**config.mk**
```make
export PLATFORM = sky130hd
export DESIGN_NAME = ost_ctrl
export DESIGN_NICKNAME = d
export VERILOG_FILES = /design/src/hdl/ost_pkg.sv /design/src/hdl/ost_ctrl.sv
export SDC_FILE = /design/constraint.sdc
export NUM_CORES = 1
export LEC_CHECK = 0
export ABC_CLOCK_PERIOD_IN_PS = 1950
export BUFFER_PORTS_ARGS = -buffer_cell sky130_fd_sc_hd__buf_2
export CAP_MARGIN = 40
export CORE_MARGIN = 2
export CORE_UTILIZATION = 46
export DETAILED_ROUTE_END_ITERATION = 6
export PLACE_DENSITY = 0.77
export SLEW_MARGIN = 20
export SYNTH_ARGS = -nofsm -noshare
export SYNTH_HDL_FRONTEND = slang
export SYNTH_SLANG_ARGS = --single-unit
```
**constraint.sdc**
```tcl
create_clock -name i_clk -period 1.95 [get_ports i_clk]
set_input_delay 0.39 -clock i_clk [delete_from_list [all_inputs] [get_ports i_clk]]
set_output_delay 0.39 -clock i_clk [all_outputs]
set_load 0.01 [all_outputs]
```
**src/hdl/ost_pkg.sv**
```systemverilog
`timescale 1ns / 1ps
package ost_pkg;
    localparam int unsigned OP_BITS = 3;
    localparam int unsigned POS_BITS = 8;
    localparam int unsigned IN_VALUE_BITS = 32;
    localparam int unsigned CNT_BITS = 9;

    typedef enum logic [OP_BITS-1:0] {
        OP_INSERT_AT = 3'd0,
        OP_INSERT_SORTED = 3'd1,
        OP_ERASE = 3'd2,
        OP_REMOVE_ALL = 3'd3,
        OP_GET = 3'd4,
        OP_SET = 3'd5,
        OP_FIND = 3'd6,
        OP_NOP = 3'd7
    } t_op;

    typedef enum logic [1:0] {
        ST_OK = 2'd0,
        ST_BADPOS = 2'd1,
        ST_FULL = 2'd2,
        ST_NOTFOUND = 2'd3
    } t_status;

    // datapath commands from the controller
    typedef struct packed {
        logic       load;      // capture request fields
        logic       rd;        // issue memory read at r_addr
        logic       wr_val;    // write request value at r_addr
        logic       wr_data;   // write held data at r_waddr
        logic       addr_inc;
        logic       addr_dec;
        logic       addr_set_cnt; // r_addr <- count (top of list)
        logic       addr_set_pos; // r_addr <- position
        logic       addr_zero;
        logic       hold_rd;   // hold = read data
        logic       waddr_from_addr;
        logic       waddr_inc;
        logic       waddr_zero;
        logic       tgt_from_addr; // insert target <- r_addr
        logic       cnt_inc;
        logic       cnt_dec;
        logic       cnt_from_waddr;
        logic       res_ok_index_addr; // index <- r_addr
        logic       res_read;
        logic       res_removed;
        logic [1:0] res_status;
        logic       res_set;   // latch result
    } t_cmd;

    // datapath status to the controller
    typedef struct packed {
        logic       pos_gt_cnt;
        logic       pos_ge_cnt;
        logic       full;
        logic       addr_ge_cnt;  // scan done
        logic       addr_eq_pos;  // shift reached insert target
        logic       addr_last;    // addr + 1 >= count
        logic       rd_eq_val;
        logic       val_le_rd;
    } t_stat;
endpackage

```
**src/hdl/ost_ctrl.sv**
```systemverilog
`timescale 1ns / 1ps
module ost_ctrl (
    input  logic                        i_clk,
    input  logic                        i_rst_n,
    input  logic                        i_in_valid,
    output logic                        o_in_ready,
    input  logic [ost_pkg::OP_BITS-1:0] i_operation,
    output logic                        o_out_valid,
    input  logic                        i_out_ready,
    output ost_pkg::t_cmd               o_cmd,
    input  ost_pkg::t_stat              i_stat
);
    typedef enum logic [3:0] {
        S_IDLE, S_DECODE, S_SCAN_RD, S_SCAN_WAIT, S_SCAN_CHK,
        S_SHUP_RD, S_SHUP_WAIT, S_SHUP_WR, S_INS,
        S_SHDN_RD, S_SHDN_WAIT, S_SHDN_WR,
        S_RM_RD, S_RM_WAIT, S_RM_CHK, S_DONE
    } t_state;

    t_state r_state, n_state;
    ost_pkg::t_op r_op;
    logic r_out_valid;

    assign o_in_ready  = (r_state == S_IDLE) && !r_out_valid;
    assign o_out_valid = r_out_valid;

    // command decode
    always_comb begin
        o_cmd = '0;
        n_state = r_state;
        case (r_state)
            S_IDLE: begin
                if (i_in_valid && o_in_ready) begin
                    o_cmd.load = 1'b1;
                    n_state = S_DECODE;
                end
            end
            S_DECODE: begin
                case (r_op)
                    ost_pkg::OP_INSERT_AT: begin
                        if (i_stat.pos_gt_cnt) begin
                            o_cmd.res_status = ost_pkg::ST_BADPOS;
                            o_cmd.res_set = 1'b1;
                            n_state = S_DONE;
                        end else if (i_stat.full) begin
                            o_cmd.res_status = ost_pkg::ST_FULL;
                            o_cmd.res_set = 1'b1;
                            n_state = S_DONE;
                        end else begin
                            o_cmd.addr_set_cnt = 1'b1;
                            n_state = S_SHUP_RD;
                        end
                    end
                    ost_pkg::OP_INSERT_SORTED: begin
                        if (i_stat.full) begin
                            o_cmd.res_status = ost_pkg::ST_FULL;
                            o_cmd.res_set = 1'b1;
                            n_state = S_DONE;
                        end else begin
                            o_cmd.addr_zero = 1'b1;
                            n_state = S_SCAN_RD;
                        end
                    end
                    ost_pkg::OP_FIND: begin
                        o_cmd.addr_zero = 1'b1;
                        n_state = S_SCAN_RD;
                    end
                    ost_pkg::OP_ERASE: begin
                        if (i_stat.pos_ge_cnt) begin
                            o_cmd.res_status = ost_pkg::ST_BADPOS;
                            o_cmd.res_set = 1'b1;
                            n_state = S_DONE;
                        end else begin
                            o_cmd.addr_set_pos = 1'b1;
                            n_state = S_SHDN_RD;
                        end
                    end
                    ost_pkg::OP_REMOVE_ALL: begin
                        o_cmd.addr_zero = 1'b1;
                        o_cmd.waddr_zero = 1'b1;
                        n_state = S_RM_RD;
                    end
                    ost_pkg::OP_GET, ost_pkg::OP_SET: begin
                        if (i_stat.pos_ge_cnt) begin
                            o_cmd.res_status = ost_pkg::ST_BADPOS;
                            o_cmd.res_set = 1'b1;
                            n_state = S_DONE;
                        end else begin
                            o_cmd.addr_set_pos = 1'b1;
                            n_state = S_SCAN_RD;
                        end
                    end
                    default: begin
                        o_cmd.res_status = ost_pkg::ST_OK;
                        o_cmd.res_set = 1'b1;
                        n_state = S_DONE;
                    end
                endcase
            end
            // scan: get/set single access, find and sorted search
            S_SCAN_RD: begin
                if (r_op == ost_pkg::OP_SET) begin
                    o_cmd.wr_val = 1'b1;
                    o_cmd.res_status = ost_pkg::ST_OK;
                    o_cmd.res_set = 1'b1;
                    n_state = S_DONE;
                end else if (r_op != ost_pkg::OP_GET && i_stat.addr_ge_cnt) begin
                    if (r_op == ost_pkg::OP_FIND) begin
                        o_cmd.res_status = ost_pkg::ST_NOTFOUND;
                        o_cmd.res_set = 1'b1;
                        n_state = S_DONE;
                    end else begin
                        o_cmd.tgt_from_addr = 1'b1;
                        n_state = S_INS;
                    end
                end else begin
                    o_cmd.rd = 1'b1;
                    n_state = S_SCAN_WAIT;
                end
            end
            S_SCAN_WAIT: n_state = S_SCAN_CHK;
            S_SCAN_CHK: begin
                if (r_op == ost_pkg::OP_GET) begin
                    o_cmd.res_read = 1'b1;
                    o_cmd.res_status = ost_pkg::ST_OK;
                    o_cmd.res_set = 1'b1;
                    n_state = S_DONE;
                end else if (r_op == ost_pkg::OP_FIND && i_stat.rd_eq_val) begin
                    o_cmd.res_ok_index_addr = 1'b1;
                    o_cmd.res_status = ost_pkg::ST_OK;
                    o_cmd.res_set = 1'b1;
                    n_state = S_DONE;
                end else if (r_op == ost_pkg::OP_INSERT_SORTED && i_stat.val_le_rd) begin
                    // gap opens here: shift from the top down to this point
                    o_cmd.tgt_from_addr = 1'b1;
                    n_state = S_INS;
                end else begin
                    o_cmd.addr_inc = 1'b1;
                    n_state = S_SCAN_RD;
                end
            end
            // S_INS: sorted insert keeps target in r_tgt, restart from top
            S_INS: begin
                o_cmd.addr_set_cnt = 1'b1;
                n_state = S_SHUP_RD;
            end
            // shift up: addr walks from count down to target position
            S_SHUP_RD: begin
                if ((r_op == ost_pkg::OP_INSERT_AT && i_stat.addr_eq_pos) ||
                    (r_op == ost_pkg::OP_INSERT_SORTED && i_stat.addr_eq_pos)) begin
                    o_cmd.wr_val = 1'b1;
                    o_cmd.cnt_inc = 1'b1;
                    o_cmd.res_ok_index_addr = 1'b1;
                    o_cmd.res_status = ost_pkg::ST_OK;
                    o_cmd.res_set = 1'b1;
                    n_state = S_DONE;
                end else begin
                    o_cmd.addr_dec = 1'b1;
                    o_cmd.waddr_from_addr = 1'b1;
                    n_state = S_SHUP_WAIT;
                end
            end
            S_SHUP_WAIT: begin
                o_cmd.rd = 1'b1;
                n_state = S_SHUP_WR;
            end
            S_SHUP_WR: begin
                o_cmd.hold_rd = 1'b1;
                n_state = S_SHDN_WAIT;
            end
            // shift down: entry[addr] <- entry[addr+1]
            S_SHDN_RD: begin
                if (i_stat.addr_last) begin
                    o_cmd.cnt_dec = 1'b1;
                    o_cmd.res_status = ost_pkg::ST_OK;
                    o_cmd.res_set = 1'b1;
                    n_state = S_DONE;
                end else begin
                    o_cmd.waddr_from_addr = 1'b1;
                    o_cmd.addr_inc = 1'b1;
                    n_state = S_SHDN_WR;
                end
            end
            S_SHDN_WR: begin
                o_cmd.rd = 1'b1;
                n_state = S_RM_WAIT;
            end
            S_RM_WAIT: begin
                if (r_op == ost_pkg::OP_ERASE) begin
                    n_state = S_SHDN_WAIT;
                end else begin
                    n_state = S_RM_CHK;
                end
            end
            S_SHDN_WAIT: begin
                // shared state: erase holds the read data; remove_all and shift up write back held data
                if (r_op == ost_pkg::OP_ERASE) begin
                    o_cmd.hold_rd = 1'b1;
                    n_state = S_DONE;
                end else if (r_op == ost_pkg::OP_REMOVE_ALL) begin
                    o_cmd.wr_data = 1'b1;
                    o_cmd.waddr_inc = 1'b1;
                    n_state = S_RM_RD;
                end else begin
                    o_cmd.wr_data = 1'b1;
                    n_state = S_SHUP_RD;
                end
            end
            // remove_all: read pointer r_addr, write pointer r_waddr
            S_RM_RD: begin
                if (i_stat.addr_ge_cnt) begin
                    o_cmd.res_removed = 1'b1;
                    o_cmd.res_status = ost_pkg::ST_OK;
                    o_cmd.res_set = 1'b1;
                    o_cmd.cnt_from_waddr = 1'b1;
                    n_state = S_DONE;
                end else begin
                    o_cmd.rd = 1'b1;
                    n_state = S_RM_WAIT;
                end
            end
            S_RM_CHK: begin
                o_cmd.hold_rd = 1'b1;
                o_cmd.addr_inc = 1'b1;
                n_state = i_stat.rd_eq_val ? S_RM_RD : S_SHDN_WAIT;
            end
            S_DONE: begin
                if (r_op == ost_pkg::OP_ERASE && !r_out_valid) begin
                    o_cmd.wr_data = 1'b1;
                    n_state = S_SHDN_RD;
                end else if (r_out_valid && i_out_ready) begin
                    n_state = S_IDLE;
                end
            end
            default: n_state = S_IDLE;
        endcase
    end

    // state, operation and registered output valid
    always_ff @(posedge i_clk) begin
        if (!i_rst_n) begin
            r_state <= S_IDLE;
            r_op <= ost_pkg::OP_NOP;
            r_out_valid <= 1'b0;
        end else begin
            r_state <= n_state;
            if (o_cmd.load) begin
                r_op <= ost_pkg::t_op'(i_operation);
            end
            if (o_cmd.res_set) begin
                r_out_valid <= 1'b1;
            end else if (r_out_valid && i_out_ready) begin
                r_out_valid <= 1'b0;
            end
        end
    end

    a_ready_idle: assert property (@(posedge i_clk) disable iff (!i_rst_n)
        o_in_ready |-> r_state == S_IDLE) else $error("ready outside idle");
    a_valid_done: assert property (@(posedge i_clk) disable iff (!i_rst_n)
        r_out_valid |-> r_state == S_DONE) else $error("result outside done");
    a_single_res: assert property (@(posedge i_clk) disable iff (!i_rst_n)
        r_out_valid |-> !o_cmd.res_set) else $error("second result");
endmodule

```
After elaboration in Yosys (flattened, before gate mapping)
Index checks and enable logic that the tools add are counted.

Register bits: 8. Input port bits: 15. Logic and storage cells: 137.

Reduce and logical (&&, ||, !) cells: 20. Equal/unequal tests: 24. Multiplexer cells: 90.

Operator list (number): 4-bit 2-to-1 mux (16); 4-bit one-hot mux with 16 select lines (1); 1-bit 2-to-1 mux (47); 4-bit equality test, second input constant (8); 3-bit 2-to-1 mux (10); 4-bit one-hot mux with 6 select lines (1); 3-bit one-hot mux with 6 select lines (1); 4-bit by 3-bit equality test with 1-bit output, second input constant (4); 1-bit one-hot mux with 2 select lines (8); 3-bit one-hot mux with 4 select lines (1); 3-bit equality test, second input constant (3); 1-bit logical AND (9); 4-bit by 2-bit equality test with 1-bit output, second input constant (2); 2-bit OR reduction (4); 3-bit by 2-bit equality test with 1-bit output, second input constant (2); 2-bit 2-to-1 mux (3); 3-bit != test, second input constant (2); 1-bit one-hot mux with 3 select lines (2); 4-bit by 1-bit equality test with 1-bit output, second input constant (1); 4-bit logical NOT (1); 3-bit by 1-bit equality test with 1-bit output, second input constant (1); 3-bit logical NOT (1); 3-bit OR reduction (1); 2-bit by 1-bit != test with 1-bit output, second input constant (1); other kinds (4) (4).

Logic depth before layout (Yosys ltp)
Gate-level depths: netlist of run 1.

Depth after elaboration: 6. Mapped depth: 6.

Least setup slack after synthesis of run 1
No wires, ideal clock.

Kind: register to output. Start point: reg r_state[0]. End point: out o_cmd[19] (netlist bit). Path slack: 42 ps. Cell stages (with the launch flop): 6. Required time: 1560 ps. Arrival: 1518 ps. Path through: dfxtp_1 clkbuf_1 clkbuf_1 nand2_1 o32a_1 nor3_1.

RTL lines: from (decl) (RTL line ost_ctrl.sv:20) `t_state r_state, n_state;`; from (signal assigned) (RTL line ost_ctrl.sv:246) `r_state <= n_state;`; to (decl) (RTL line ost_ctrl.sv:10) `output ost_pkg::t_cmd o_cmd,`.

==> flow_summary.ini, run 1 <==
[status]
status = finished, violations left
violations = setup timing

[logic_synthesis]
async_flop_share = 0
synth_area_leader_cell = dfxtp_1
synth_top_area_frac = 0.133
synth_edf_count = 0
ys_ff_latch = 8
syn-instance-count = 186
syn_nets = 201
ys_types = 53
yosysWarnings = 0
seq_area_frac_synth = 0.133
ys_top_cells_by_area = dfxtp_1 13%, nor2_1 5.6%, nand2b_1 5.2%
avgSynthCellArea_sq_um = 6.48
syn_area_sq_um = 1210
synth_flop_cell = dfxtp_1

[route]
dr.first_iter.drc_count = 152
via_per_inst = 6.31
drc = 0
dr_total_vias = 1760
wire_per_inst_um = 18.2
first_pass_iters = 4
routed_wl_mm = 5.07
detail-route-antenna-nets = 0

[placement]
place_congestion = 0.935
io_buffers = 39
post-place-ws_ps = 12.3
place.detailed.hpwl_mm = 3.30

[floorplanning]
start_util = 0.487
die_w_um = 55.2
ios = 40
coreArea_sq_um = 2480
die_h_um = 55.2
dieArea_sq_um = 3050
fp-row-count = 18

[finish]
final_cell_mix = 38 x buf_2, 26 x buf_4, 13 x nand2_1
nets = 266
syn_to_final_growth_pct = 58.3
num-fill-cells = 199
layout_commonest_cell = buf_2
drive_above_1_share = 0.490
antennaDiodeCount = 0

[power_and_ir_drop]
vdd_drop_max_uv = 996
swShare = 0.496
power.density_nw_per_um2 = 1270
clockPowerShare = 0.055
p_seq_frac = 0.123
leakage_nw = 0.866
comb_power_share = 0.822
p_total_w = 0.00243
intPower_w = 0.00123
p_switching_w = 0.00121

[clock_network]
cts_tree = done
clk_latency_ps = 260
cts_made_buffers = 3
cts_sinks = 8
ctsHtreeMaxLevel = 1
cts_buffer_depth = 2
cts_root_buf = clkbuf_4
clk_pin_slew_ps = 60

[sta]
finalHoldViolCount = 0
fin_worst_skew_ps = 2.58
slew_headroom = 0.751
drv_slew = 0
tightest_slew_ps = 364
final.min_clock_period_ps = 2110
rsz0062_at_grt = true
finalSetupViolCount = 7
whs_ps = 339
period_share = 1.08
fmax_ghz = 0.474
setup_ws_ps = -159

[global_route]
grtUsageTotal = 0.296
antenna_found_initial = 0
grt_pass1_vias = 1546
grt_max_degree = 22
grt_pass1_wl_mm = 7.31
grt-ovfl-total = 0

[critical_path]
path_class = reg -> out
critPathMaxStageDelay_ps = 540
worstPathArrival_ps = 1720
slowest_stage = or4b_4
crit_fanout = 3
cp-end-kind = output port
critPathLaunchType = flop
required_ps = 1560
crit_chain = or4b_4, a211o_1, and3_4, nand3_2, buf_6

[flow_run]
drv_cap = 0

[worst_hold_path]
hold_class = in -> reg
[kinds of logic after synthesis]
logic type | after synthesis | share of synthesized area
mux | 6 | 0.0508
simple gates | 86 | 0.385
compound gates | 59 | 0.340
flops | 8 | 0.133
buf+inv | 27 | 0.0913
[metal layers]
layer,routed length [um],track usage,part of all wire,vias up
met4,142,0.101,0.028,0
met5,0,0,0,-
met2,2410,0.481,0.47,112
li1,-,-,-,813
met1,2100,0.393,0.41,817
met3,423,0.0492,0.083,18
[worst max-delay path: cells and delay by family, from the launching register on]
kind / cells / cell delay (ps)
AOI/OAI and AO/OA: 1 / 240
and+or+nand+nor: 3 / 780
DFF: 1 / 330
buffers and inverters: 1 / 100
[registers in the layout (all words and copies together), names as in the netlist]
register and flops:
r_state 4, r_op 3, o_out_valid 1
[synth_stat cells, types with 3 or more instances]
library cell,n
a21oi_1,10
nand3_1,8
nor2b_1,9
o31ai_1,3
clkbuf_1,13
dfxtp_1,8
o21ai_0,9
mux2i_1,5
a211oi_1,4
a22oi_1,3
nor2_1,18
nand2b_1,10
a31oi_1,6
inv_1,10
nor3_1,7
nand2_1,15
nor3b_1,3
[per-stage QoR]
step                instances  setup TNS [ps]  area (sq um)  utilization
floorplan                 186               0          1210            -
global placement          262               0          1540        0.623
detailed placement        262               0          1540        0.623
CTS                       268           -1030          1670        0.673
global route              279           -1050          1910        0.771
finish                    279            -296          1910        0.771
[cell type report]
cell class / instances / area, sq um / area share
clock buffer: 3 / 22.5 / 0.0118
tap: 30 / 37.5 / 0.0197
inverter: 11 / 45.0 / 0.0236
timing repair buffer: 76 / 529 / 0.277
multi-input combinational: 151 / 1100 / 0.578
sequential: 8 / 171 / 0.0898
[power groups by stage]
stage / Combinational, W / Sequential [W] / Clock, W
after floorplan: 0.000925 / 0.000271 / 0
after global placement: 0.00149 / 0.000271 / 0
after detailed placement: 0.00148 / 0.000275 / 0
after CTS: 0.00161 / 0.000278 / 0.000139
after global routing: 0.00211 / 0.000308 / 0.000148
final: 0.00200 / 0.000299 / 0.000134
[final timing paths]
kind | end | start | depth (start not counted) | slack [ps]
worst max-delay path | o_cmd[0] | r_state[3] | 5 | -160
worst min-delay path | r_op[0] | i_operation[0] | 3 | 340
worst max register to register | r_state[1] | r_op[2] | 5 | 50
worst min register to register | r_op[1] | r_op[1] | 3 | 670
[repair_timing]
action                                  4_1_cts  5_1_grt
hold buffers                                  0        0
gates cloned                                  0        2
endpoints found under the setup margin       16       19
pin swaps                                     5        9
gates resized for setup                      23       42
buffers inserted                              3        9
Power figures use the tool's default switching activity.
==> run 2: changes to the inputs <==
CORE_ASPECT_RATIO = 1.25   (was not set)
CORE_MARGIN = not set   (was 2)
==> run 2 against run 1 <==
The run still ends with setup timing left. Sequential power increased by 7.4%. Register-to-register slack about the same. Die area down 7.1%. Combinational power down 5%. Global-route usage rose by 2.2 points. Routed wire length decreased by 4.7%. First-iteration DRC count fell by 17%. Worst setup slack worse by 14 ps. Non-clock buffer count decreased by 2. Maximum frequency decreased by 0.65%. Critical endpoint unchanged. Highest routed layer unchanged.
==> flow_summary.ini, run 2 (same netlist as run 1, synthesis figures left out) <==
[clock_network]
cts_buffer_depth = 2
cts_root_buf = clkbuf_4
clk_pin_slew_ps = 50
ctsHtreeMaxLevel = 1
cts_tree = done
clk_latency_ps = 260
holdBufCountCts = 0
cts_made_buffers = 3
cts_sinks = 8

[critical_path]
cp-end-kind = output port
critPathLaunchType = flop
crit_chain = or4b_4, a211o_1, and3_4, nand3_2, buf_6
crit_fanout = 4
path_class = reg -> out
worstPathArrival_ps = 1730
slowest_stage = or4b_4
required_ps = 1560
critPathMaxStageDelay_ps = 520
rr_worst_depth = 5

[route]
dr.first_iter.drc_count = 126
via_per_inst = 6.34
detail-route-antenna-nets = 0
drc = 0
dr_total_vias = 1776
routed_wl_mm = 4.84
first_pass_iters = 5
wire_per_inst_um = 17.3

[placement]
io_buffers = 39
place.detailed.hpwl_mm = 3.23
place_congestion = 0.973

[finish]
largest_register_ffs = 4
antennaDiodeCount = 0
syn_to_final_growth_pct = 58.8
nets = 264
postLayoutCoreUtil = 0.781
drive_above_1_share = 0.482
final_cell_mix = 37 x buf_2, 25 x buf_4, 13 x nand2_1, 13 x nor2_1, 10 x a21oi_1
largest-register = r_state
layout_commonest_cell = buf_2

[sta]
finalHoldViolCount = 0
drv_slew = 0
final.min_clock_period_ps = 2120
fmax_ghz = 0.471
period_share = 1.09
slew_headroom = 0.784
finalSetupViolCount = 9
whs_ps = 340
setup_ws_ps = -173
tightest_slew_ps = 315
setup-tns-final_ps = -531
rsz0062_at_grt = true
fin_worst_skew_ps = 0.290

[floorplanning]
die_w_um = 47.8
die_h_um = 59.3
start_util = 0.492
dieArea_sq_um = 2830
fp-row-count = 20
ios = 40
coreArea_sq_um = 2450

[global_route]
busiest_layer = met2
grtUsageMet3 = 0.0640
gr-usage-met2 = 0.521
antenna_found_initial = 0
grt_use_met1 = 0.417
grt_max_degree = 24
grtUsageTotal = 0.317
grt-ovfl-total = 0
grt_pass1_vias = 1405
grt_pass1_wl_mm = 6.52

[status]
violations = setup timing
status = finished, violations left

[power_and_ir_drop]
vdd_drop_max_uv = 1190
p_total_w = 0.00235
leakage_nw = 0.836
power.density_nw_per_um2 = 1230

[worst_hold_path]
hold_depth = 3
hold_class = in -> reg

[flow_run]
drv_cap = 0
-- run 2: changes by cell type in the layout (fill, tap and decap cells not counted), sizes merged --
cell / before / now
clkinvlp: 1 / 2
inv: 9 / 8
buf: 76 / 74
-- run 2: area by class of cell --
class,count,area (sq um)
well taps,33,41.3
fillers,190,537
inverters,11,48.8
flip-flops and latches,8,171
repair buffers,74,542
multi-input cells,151,1090
clock buffers,3,22.5
-- run 2: stage by stage --
| stage | std cells | worst slack (ps) | cell area, sq um |
|---|---|---|---|
| final | 280 | -173 | 1920 |
| after CTS | 275 | -170 | 1730 |
| after floorplan | 186 | 42.1 | 1210 |
| after detailed placement | 269 | 52.5 | 1600 |
| after global placement | 269 | 64.3 | 1600 |
| after global routing | 280 | -234 | 1920 |
-- run 2: report_power, final --
group          internal (W)  switching (W)  total, W
combinational      0.000881        0.00102   0.00190
sequential         0.000236      0.0000854  0.000321
clock             0.0000707      0.0000607  0.000131
-- run 2: final timing paths --
path	start	to	slack (ps)
min	i_operation[2]	r_op[2]	340
min reg2reg	r_op[1]	r_op[1]	520
max	r_state[3]	o_cmd[0]	-170
max reg2reg	r_op[1]	r_state[1]	60
-- run 2: timing repair --
item,4_1_cts,5_1_grt
buffers inserted,3,5
setup endpoints to repair,17,19
resized for setup,26,36
pin swaps,2,13
cloned,0,0
-- run 2: layer usage --
metal	wire [um]	up-vias
met5	0	-
met2	2360	105
met4	199	0
li1	-	817
met1	1900	824
met3	377	30
-- run 2: worst max-delay path: cells and delay by family (launching register included) --
kind | cells | cell delay [ps]
AND/OR/NAND/NOR | 3 | 780
buffers and inverters | 1 | 100
flip-flops | 1 | 350
AO/OA/AOI/OAI | 1 | 250
==> run 3: changes to the inputs <==
REMOVE_ABC_BUFFERS = 1   (was not set)
SETUP_SLACK_MARGIN = 0.15   (was not set)
==> run 3 against run 2 <==
The flow finishes with violations (DRC, setup timing). First-iteration DRC count increased by 130%. Critical path depth rose by 1. Clock skew rose by 17 ps. Global-route usage increased by 13 points. Core utilization rose by 11 points. Non-clock buffer count rose by 13. Sequential share of layout area fell by 0.84 points. Highest routed layer unchanged. Worst setup slack got worse by 61 ps. Largest cell class unchanged. Routed wire length rose by 45%. Sequential cell count unchanged. Maximum frequency is 2.8% lower. Combinational power rose by 32%.
==> flow_summary.ini, run 3 (same netlist as run 1, synthesis figures left out) <==
[route]
first_pass_iters = 7
drc = 2
detail-route-antenna-nets = 0
via_per_inst = 7.13
routed_wl_mm = 7.01
dr_total_vias = 2089
dr.first_iter.drc_count = 289
wire_per_inst_um = 23.9

[sta]
setup_ws_ps = -234
slew_headroom = 0.555
fin_worst_skew_ps = 17.4
final.min_clock_period_ps = 2180
tightest_slew_ps = 663
drv_slew = 0
rsz0062_at_grt = true
fmax_ghz = 0.458
setup-tns-final_ps = -2280
period_share = 1.12
finalSetupViolCount = 19
finalHoldViolCount = 0

[status]
status = finished, violations left
violations = DRC, setup timing

[floorplanning]
coreArea_sq_um = 2450
start_util = 0.492
fp-row-count = 20
ios = 40
dieArea_sq_um = 2830
die_h_um = 59.3
die_w_um = 47.8

[power_and_ir_drop]
p_total_w = 0.00299
vdd_drop_max_uv = 844
intPower_w = 0.00145
p_seq_frac = 0.110
clockPowerShare = 0.056
leakage_nw = 0.968
comb_power_share = 0.834
p_switching_w = 0.00155
power.density_nw_per_um2 = 1380
swShare = 0.517

[finish]
layoutNonFillerInstCount = 293
largest-register = r_state
nets = 277
largest_register_ffs = 4
syn_to_final_growth_pct = 80.4
final_cell_area_sq_um = 2180
drive_above_1_share = 0.558
final_cell_mix = 36 x buf_2, 30 x buf_4, 16 x buf_6
layout_commonest_cell = buf_2
antennaDiodeCount = 0

[flow_run]
drv_cap = 0

[critical_path]
crit_chain = buf_4, inv_1, nor2_1, a31oi_1, o31ai_1, buf_2
cpLargestDelayFamily = buffers and inverters
path_class = reg -> out
slowest_stage = dfxtp_2
worst-path-buf-inv = 3
cp-end-kind = output port
crit_fanout = 15
worstPathArrival_ps = 1790
required_ps = 1560
critPathMaxStageDelay_ps = 360
critPathLaunchType = flop

[clock_network]
clk_latency_ps = 310
ctsHtreeMaxLevel = 1
cts_tree = done
cts_made_buffers = 3
cts_sinks = 8
cts_buffer_depth = 2
clk_pin_slew_ps = 60
cts_root_buf = clkbuf_4

[global_route]
antenna_found_initial = 0
grt_pass1_wl_mm = 8.81
grt_pass1_vias = 1742
grt-ovfl-total = 0
grt_max_degree = 21
grtUsageTotal = 0.443

[placement]
place.detailed.hpwl_mm = 3.10
io_buffers = 39
place_congestion = 0.940
placed_area_sq_um = 1560
dp.cells = 264
post-place-ws_ps = 71.3

[worst_hold_path]
hold_class = in -> reg
## run 3: worst min-delay path, delay by kind of cell
kind	cells	cell delay, ps
mux	1	50
simple gates	1	60
buf+inv	1	80
## run 3: layer usage
layer  vias to the layer above  part of all wire  global-route usage
met5                         -                 0                   0
met4                         0             0.094               0.187
met3                        89              0.14               0.152
met2                       235              0.43               0.699
met1                       929              0.33               0.531
li1                        836                 -                   -
## run 3: what timing repair did
action | 4_1_cts | 5_1_grt
setup endpoints to repair | 24 | 28
pin swaps | 22 | 13
resized for setup | 61 | 30
hold buffers | 0 | 0
setup buffers | 21 | 3
cloned | 2 | 0
## run 3: layout make-up
type / instances / area [sq um]
clock buffers: 3 / 22.5
fillers: 122 / 277
inverters: 11 / 46.3
multi-input cells: 151 / 1200
flip-flops and latches: 8 / 176
well taps: 33 / 41.3
repair buffers: 87 / 688
## run 3: power groups by stage
| stage | sequential (W) | combinational (W) | clock, W |
|---|---|---|---|
| 3_3_place_gp | 0.000281 | 0.00145 | 0 |
| 6_report | 0.000328 | 0.00250 | 0.000169 |
| 4_1_cts | 0.000308 | 0.00199 | 0.000136 |
| 3_5_place_dp | 0.000286 | 0.00146 | 0 |
| 2_1_floorplan | 0.000397 | 0.000742 | 0 |
| 5_1_grt | 0.000332 | 0.00257 | 0.000161 |
## run 3: path summary, 6_finish.rpt
| kind | depth (start not counted) | slack [ps] | startpoint | to |
|---|---|---|---|---|
| hold / removal | 3 | 320 | i_operation[1] | r_op[1] |
| setup reg to reg | 5 | -10 | r_op[2] | r_state[1] |
| setup / recovery | 6 | -230 | r_state[3] | o_cmd[18] |
| hold reg to reg | 2 | 510 | r_op[1] | r_op[1] |
## run 3: through the flow
step,hold WS [ps],util
global route,337,0.887
global placement,483,0.638
floorplan,452,-
CTS,340,0.820
finish,317,0.887
detailed placement,480,0.638
